## src/sv/rgbhsv_pkg.sv

```systemverilog
// Shared types, constants and the divider step for the RGB to HSV pixel core.
// Depends on nothing; every other file imports it.
package rgbhsv_pkg;

   localparam int CHAN_W   = 8;
   localparam int QUO_W    = 16;
   localparam int NUM_W    = CHAN_W + QUO_W;
   localparam int DIV_STEPS = QUO_W;
   // front stage + one cell per quotient bit + output register
   localparam int PIPE_LATENCY = DIV_STEPS + 2;

   // hue bases in half-degrees, scaled by 256
   localparam logic [QUO_W-1:0] HUE_BASE_RED   = QUO_W'(0);
   localparam logic [QUO_W-1:0] HUE_BASE_WRAP  = QUO_W'(180 * 256);
   localparam logic [QUO_W-1:0] HUE_BASE_GREEN = QUO_W'(60 * 256);
   localparam logic [QUO_W-1:0] HUE_BASE_BLUE  = QUO_W'(120 * 256);
   // 60 degrees of hue per unit of diff/delta, halved, scaled by 256
   localparam logic [QUO_W-1:0] HUE_SLOPE      = QUO_W'(30 * 256);
   localparam logic [QUO_W-1:0] HUE_LIMIT      = QUO_W'(180 * 256);

   typedef struct packed {
      logic [CHAN_W-1:0] red_in;
      logic [CHAN_W-1:0] green_in;
      logic [CHAN_W-1:0] blue_in;
   } req_word_type;

   typedef struct packed {
      logic [QUO_W-1:0]  hue_half_q8;
      logic [QUO_W-1:0]  saturation_q8;
      logic [CHAN_W-1:0] value_out;
   } rsp_word_type;

   // one restoring divider: remainder in the top bits, numerator bits shift
   // out of the low part while quotient bits shift in
   typedef struct packed {
      logic [NUM_W-1:0]  work;
      logic [CHAN_W-1:0] divisor;
   } lane_type;

   typedef struct packed {
      logic              valid;
      lane_type          hue;
      lane_type          sat;
      logic [CHAN_W-1:0] value;
      logic              gray;
      logic              black;
   } cell_type;

   function automatic lane_type div_step(lane_type lane);
      logic [CHAN_W:0]   trial;
      logic              ge;
      logic [CHAN_W-1:0] rem;
      lane_type          nxt;
      trial = {lane.work[NUM_W-1:QUO_W], lane.work[QUO_W-1]};
      ge    = (trial >= {1'b0, lane.divisor});
      rem   = ge ? CHAN_W'(trial - {1'b0, lane.divisor}) : trial[CHAN_W-1:0];
      nxt.divisor = lane.divisor;
      nxt.work    = {rem, lane.work[QUO_W-2:0], ge};
      return nxt;
   endfunction

endpackage

```

## src/sv/rgbhsv_front.sv

```systemverilog
// Front stage: max/min, branch select and divider numerators, registered.
// Depends on rgbhsv_pkg.
module rgbhsv_front
   import rgbhsv_pkg::*;
(
   input  logic         clock,
   input  logic         reset,
   input  logic         accept,
   input  req_word_type pixel,
   output cell_type     cell_out
);

   logic [CHAN_W-1:0] r, g, b, mx, mn, delta, abs_diff;
   logic              red_max, green_max, sub;
   logic [QUO_W-1:0]  base;
   logic [NUM_W-1:0]  base_term, slope_term, hue_num, sat_num;
   cell_type          cell_in, cell_ff;

   always_comb begin
      r = pixel.red_in;
      g = pixel.green_in;
      b = pixel.blue_in;
      red_max   = (r >= g) && (r >= b);
      green_max = !red_max && (g >= b);
      mx = red_max ? r : (green_max ? g : b);
      mn = (r <= g && r <= b) ? r : ((g <= b) ? g : b);
      delta = mx - mn;

      if (red_max) begin
         sub      = (g < b);
         base     = sub ? HUE_BASE_WRAP : HUE_BASE_RED;
         abs_diff = sub ? (b - g) : (g - b);
      end else if (green_max) begin
         sub      = (b < r);
         base     = HUE_BASE_GREEN;
         abs_diff = sub ? (r - b) : (b - r);
      end else begin
         sub      = (r < g);
         base     = HUE_BASE_BLUE;
         abs_diff = sub ? (g - r) : (r - g);
      end

      base_term  = NUM_W'(base) * NUM_W'(delta);
      slope_term = NUM_W'(HUE_SLOPE) * NUM_W'(abs_diff);
      hue_num    = sub ? (base_term - slope_term) : (base_term + slope_term);
      // 65280 * delta
      sat_num    = {delta, QUO_W'(0)} - {CHAN_W'(0), delta, CHAN_W'(0)};

      cell_in.valid       = accept;
      cell_in.hue.work    = hue_num;
      cell_in.hue.divisor = delta;
      cell_in.sat.work    = sat_num;
      cell_in.sat.divisor = mx;
      cell_in.value       = mx;
      cell_in.gray        = (delta == '0);
      cell_in.black       = (mx == '0);
   end

   always_ff @(posedge clock) begin
      cell_ff <= cell_in;
      if (reset) begin
         cell_ff.valid <= 1'b0;
      end
   end

   assign cell_out = cell_ff;

endmodule

```

## src/sv/rgbhsv_div_cell.sv

```systemverilog
// One divider cell: retires one quotient bit of both the hue and the
// saturation division and hands the word on. Depends on rgbhsv_pkg.
module rgbhsv_div_cell
   import rgbhsv_pkg::*;
(
   input  logic     clock,
   input  logic     reset,
   input  cell_type cell_in,
   output cell_type cell_out
);

   cell_type cell_ff;

   always_ff @(posedge clock) begin
      cell_ff.valid <= cell_in.valid;
      cell_ff.hue   <= div_step(cell_in.hue);
      cell_ff.sat   <= div_step(cell_in.sat);
      cell_ff.value <= cell_in.value;
      cell_ff.gray  <= cell_in.gray;
      cell_ff.black <= cell_in.black;
      if (reset) begin
         cell_ff.valid <= 1'b0;
      end
   end

   assign cell_out = cell_ff;

endmodule

```

## src/sv/rgb_to_hsv_pixel_core.sv

```systemverilog
// RGB to HSV pixel converter, half-hue convention, Q8.8 hue and saturation.
// Depends on rgbhsv_pkg, rgbhsv_front, rgbhsv_div_cell.
//
// Usage:
//   Input: drive req_word (red, green, blue) and raise start. A word is
//   taken at each rising edge with start high and busy low. busy is high
//   only while reset is held; otherwise a word can enter on every cycle.
//   Output: each result appears on rsp_word for one cycle with strobe high,
//   after passing the front, divider cell and output registers, in order.
//   The receiver cannot stall; results must be captured when strobe is high.
// Throughput: one pixel per clock while reset is low.
// Pipeline: one front stage (max/min, numerators), a row of 16 divider
//   cells, each resolving one quotient bit of both divisions, and one
//   output register; gray pixels get zero hue, black ones zero saturation.
// Reset: synchronous; clears all valid bits, so no strobe follows reset
//   until new words are taken.
module rgb_to_hsv_pixel_core
   import rgbhsv_pkg::*;
(
   input  logic         clock,
   input  logic         reset,
   input  logic         start,
   output logic         busy,
   input  req_word_type req_word,
   output logic         strobe,
   output rsp_word_type rsp_word
);

   cell_type     chain [DIV_STEPS+1];
   logic         strobe_ff, strobe_in;
   rsp_word_type rsp_ff, rsp_in;
   cell_type     last;

   assign busy = reset;

   rgbhsv_front u_front (
      .clock    (clock),
      .reset    (reset),
      .accept   (start && !busy),
      .pixel    (req_word),
      .cell_out (chain[0])
   );

   for (genvar i = 0; i < DIV_STEPS; i++) begin : g_cell
      rgbhsv_div_cell u_cell (
         .clock    (clock),
         .reset    (reset),
         .cell_in  (chain[i]),
         .cell_out (chain[i+1])
      );
   end

   always_comb begin
      last      = chain[DIV_STEPS];
      strobe_in = last.valid;
      rsp_in.hue_half_q8   = last.gray  ? '0 : last.hue.work[QUO_W-1:0];
      rsp_in.saturation_q8 = last.black ? '0 : last.sat.work[QUO_W-1:0];
      rsp_in.value_out     = last.value;
   end

   always_ff @(posedge clock) begin
      rsp_ff    <= rsp_in;
      strobe_ff <= strobe_in;
      if (reset) begin
         strobe_ff <= 1'b0;
      end
   end

   assign strobe   = strobe_ff;
   assign rsp_word = rsp_ff;

endmodule

```

## config.mk

```make
export PLATFORM = sky130hd
export DESIGN_NAME = rgb_to_hsv_pixel_core
export DESIGN_NICKNAME = d
export VERILOG_FILES = /design/src/sv/rgbhsv_pkg.sv /design/src/sv/rgbhsv_front.sv /design/src/sv/rgbhsv_div_cell.sv /design/src/sv/rgb_to_hsv_pixel_core.sv
export SDC_FILE = /design/constraint.sdc
export NUM_CORES = 2
export LEC_CHECK = 0
export BUFFER_PORTS_ARGS = -buffer_cell sky130_fd_sc_hd__buf_2
export CAP_MARGIN = 40
export CORE_UTILIZATION = 40
export DETAILED_ROUTE_END_ITERATION = 10
export PLACE_DENSITY_LB_ADDON = 0.25
export RECOVER_POWER = 25
export SETUP_SLACK_MARGIN = 0.3
export SLEW_MARGIN = 20
export SYNTH_ARGS = -nofsm -noshare
export SYNTH_HDL_FRONTEND = slang
export SYNTH_SLANG_ARGS = --single-unit
```

## constraint.sdc

```tcl
create_clock -name clock -period 13.08 [get_ports clock]
set_clock_uncertainty 0.1 [all_clocks]
set_input_delay 1.308 -clock clock [delete_from_list [all_inputs] [get_ports clock]]
set_output_delay 1.308 -clock clock [all_outputs]
set_load 0.03 [all_outputs]
```

==> metrics.sh <==
FIRST_PASS_ITERS=5
SYNTHXORXNORAREAFRAC_PCT=3.644
SETUP_VIOLATIONS=0
CRIT_REQUIRED_PS=13490
ROUTE.VIAS.TOTAL=23150
REGAREA_MM2=0.01882
WORSTSETUPPATHTYPE='primary input to flop'
CTS.ROOT.BUFFER_CELL='sky130_fd_sc_hd__clkbuf_16'
SYNTH_COMPOUND_AREA_SHARE_PCT=9.230
CP_SLOWEST_CELL='sky130_fd_sc_hd__nor2b_1'
SYNTH_TOP_FAMILY_BY_AREA='adder cells'
CTS_RESIZED=0
CTS_HTREE_LEVELS=3
DIEWIDTH_UM=309.6
UNREPAIRED_SETUP_ENDPOINTS_AFTER_GLOBAL_ROUTING='no'
NETLIST.TOP_CELL.BY_AREA='sky130_fd_sc_hd__dfxtp_1'
R2R_SLACK_PS=9690
CTS_BUFFERS=91
SYN2LAYOUT_AREA_GROWTH_PCT=13.33
EFFECTIVE_UTILIZATION_AT_FLOORPLAN_PCT=40.48
MIN_PATH_TYPE='flop to flop'
DIE_AREA_MM2=0.09582
NET_COUNT_REPORTED_AT_FINISH=4221
N_ANTENNA_CELL=0
RESULT_OF_THE_RUN='finished clean'
WL_PER_CELL_UM=12.66
POSTSYNTH.ASYNCRESETSHARE_PCT=0
YS_FF_LATCH=940
TIMING.CRITICAL_PATH.MAX_DELAY_FAMILY='adder cells'
SYN-INSTANCE-COUNT=3597
MAXSLEWHEADROOM_PCT=42.08
CLKLATENCYLATEPIN_PS=640
MAPPEDNETLISTNETS=4071
SETUP-TNS-FINAL_PS=0
CLOCK_SINKS=940
ROUTED_WIRELENGTH_MM=64.29
GRT_USAGE_PCT=13.84
SYNTHADDERAREAFRAC_PCT=16.27
DRV_SLEW=0
FIN_CRIT_PS=10000
TOP_LEVEL_PORT_COUNT=69
WORST_SETUP_PATH_END_KIND='flop'
DRC=0
CRITPATHMAXFANOUT=15
ANTENNA_VIOLATING_NETS_POST_ROUTE=0
1ST_ITER_DRT_VIOLS=871
MAXCLOCKFREQUENCY_MHz=99.99
FIRST_GLOBAL_VIAS=23580
SYNTH-SEQ-AREA-SHARE_PCT=49.74
MULTI_INPUT_AREA_MM2=0.01697
TIGHTESTPINTRANSITION_PS=862.7
TIMING.CRITICAL_PATH.SLOWEST_CELL_DELAY_PS=610
CTS-HOLD-FIX-BUFFERS=0
COUNT_OF_YOSYS_WARNINGS_DURING_SYNTHESIS=0
AREA_CONTRIBUTORS_POST_SYNTH='sky130_fd_sc_hd__dfxtp_1 (50%), sky130_fd_sc_hd__ha_1 (12%), sky130_fd_sc_hd__inv_1 (5.1%)'
PIN_COUNT_OF_THE_BIGGEST_NET_ENTERING_GLOBAL_ROUTING=31
SYNTH-MAIN-FF-CELL='sky130_fd_sc_hd__dfxtp_1'
MAPPEDNETLISTAREA_MM2=0.03784
TIMING.CRITICAL_PATH.ARRIVAL_PS=10410
IO_BUFFERS=68
PERIOD_SHARE_PCT=76.46
TIMING_HOLD_VIOLATIONS_FINAL=0
FP.DIEH_UM=309.6
CTS_TREE='yes'
CLKTRANSATPATHREGS_PS=60
ROWS=112
WORST_SETUP_PATH_START_KIND='primary input'
SYNTH.LIB_CELLS_USED.DISTINCT=79
PATH_BUF_INV=8
NFILLCELLS=8814
POST_SYNTH_AND_OR_NAND_NOR_AREA_FRACTION_PCT=9.508
MAXCAPVIOLCOUNT=0
MAXIMUM_CLOCK_INSERTION_BUFFER_COUNT=3
SYNTH-EDFF-COUNT=0
CTS.REPAIR_TIMING.SETUP_BUFFER_COUNT=0
SYNTH.TOP_CELL.AREA_SHARE_PCT=49.74
SYNTH.MUX.AREA_FRACTION_PCT=6.211
DRIVE_ABOVE_1_SHARE_PCT=10.94
PLACE.GP.CONGESTION=0.8599
GRT_PASS1_WL_MM=109.4
POSTSYNTHAREAPERCELL_UM2=10.52
GLOBAL_ROUTE.OVERFLOW_TOTAL=0
AREA_OF_THE_CORE_MM2=0.09347
PLACE.DETAILED.HPWL_MM=50.01
ROUTED_VIA_DENSITY=4.560
ANTENNA_FOUND_INITIAL=0
-- sequential cells by signal, indices dropped and copies added (netlist names) --
signal / flops
u_front.cell_out: 49
rsp_word: 40
g_cell.u_cell.cell_out: 850
strobe: 1
-- worst register-to-register path: cells and delay by family, from the launching register on --
family | cells | cell delay [ps]
buffers and inverters | 1 | 60
AOI/OAI and AO/OA | 6 | 1230
muxes | 1 | 420
and+or+nand+nor | 2 | 770
DFF | 1 | 390
adders and majority gates | 1 | 300
-- metrics by stage --
stage          util (%)  instance area (µm²)  std cells  hold slack [ps]  worst slack (ps)
2_1_floorplan         -                37840       3597            209.6              3663
3_3_place_gp      42.44                39670       4902            209.7              2432
3_5_place_dp      42.47                39690       4904            212.1              2259
4_1_cts           45.84                42850       5072            208.1              2945
5_1_grt           45.88                42880       5076            218.5              2220
6_report          45.88                42880       5076            209.0              3079
-- routing by layer --
layer	track usage [%]	vias to the layer above	wire, µm
met2	25.99	280	32590
li1	-	12150	-
met1	15.62	10600	27770
met4	4.939	0	1840
met5	0	-	0
met3	2.206	118	2090
-- cells in the final DEF, fill, tap and decap left out, types with 16 or more instances in the layout --
cell type / Yosys / layout
sky130_fd_sc_hd__nor2b_1: 125 / 125
sky130_fd_sc_hd__clkinv_2: 0 / 16
sky130_fd_sc_hd__nand4_1: 51 / 51
sky130_fd_sc_hd__a311oi_1: 33 / 33
sky130_fd_sc_hd__nand2b_1: 39 / 39
sky130_fd_sc_hd__xor2_1: 49 / 49
sky130_fd_sc_hd__inv_1: 511 / 511
sky130_fd_sc_hd__xnor2_1: 104 / 104
sky130_fd_sc_hd__o21ai_0: 189 / 189
sky130_fd_sc_hd__clkbuf_8: 0 / 23
sky130_fd_sc_hd__a21oi_1: 97 / 97
sky130_fd_sc_hd__a21boi_0: 94 / 94
sky130_fd_sc_hd__nor2_1: 337 / 337
sky130_fd_sc_hd__a21o_1: 50 / 50
sky130_fd_sc_hd__nand3_1: 24 / 24
sky130_fd_sc_hd__mux2i_1: 61 / 61
sky130_fd_sc_hd__fa_1: 75 / 75
sky130_fd_sc_hd__buf_2: 5 / 70
sky130_fd_sc_hd__clkbuf_16: 0 / 91
sky130_fd_sc_hd__mux2_2: 152 / 152
sky130_fd_sc_hd__ha_1: 372 / 372
sky130_fd_sc_hd__dfxtp_1: 940 / 940
sky130_fd_sc_hd__nand2_1: 133 / 133
-- final timing paths --
path / startpoint / endpoint / depth (start not counted)
worst max register to register: g_cell[5].u_cell.cell_out[43] / g_cell[6].u_cell.cell_out[69] / 11
worst min register to register: g_cell[6].u_cell.cell_out[19] / g_cell[7].u_cell.cell_out[20] / 0
worst min-delay path: g_cell[6].u_cell.cell_out[19] / g_cell[7].u_cell.cell_out[20] / 0
worst max-delay path: req_word[8] / u_front.cell_out[73] / 40
-- cells in the mapped netlist (all sizes together), types with 8 or more instances --
master	number
buf	11
xnor2	105
inv	514
a21o	50
nand4	53
o21ai	198
mux2i	63
a21oi	104
nor3	11
nand2	133
dfxtp	940
clkbuf	11
nand3	24
ha	372
xor2	49
a31oi	8
a311oi	33
a21boi	94
fa	75
o21a	11
mux2	152
nor2b	125
nor2	339
nand2b	39
-- logic make-up (layout without fill, tap and decap cells) --
group	Yosys count	after routing
multiplexers	215	215
flip-flops	940	940
adder cells (fa/ha/maj)	447	447
buffers and inverters	536	761
AO/OA/AOI/OAI	544	544
AND/OR/NAND/NOR	760	760
XOR/XNOR	155	155
-- layout make-up --
type                    instances  share of cell area (%)
clock buffers                 128                   6.171
clock inverters                40                   1.188
repair buffers                 79                   1.001
inverters                     514                   4.511
well taps                    1254                   3.659
multi-input cells            2121                   39.58
flip-flops and latches        940                   43.89
Power is left out: the tool's default activity adds up to more than one toggle a clock period on the data nets, which glitch-free logic cannot reach.
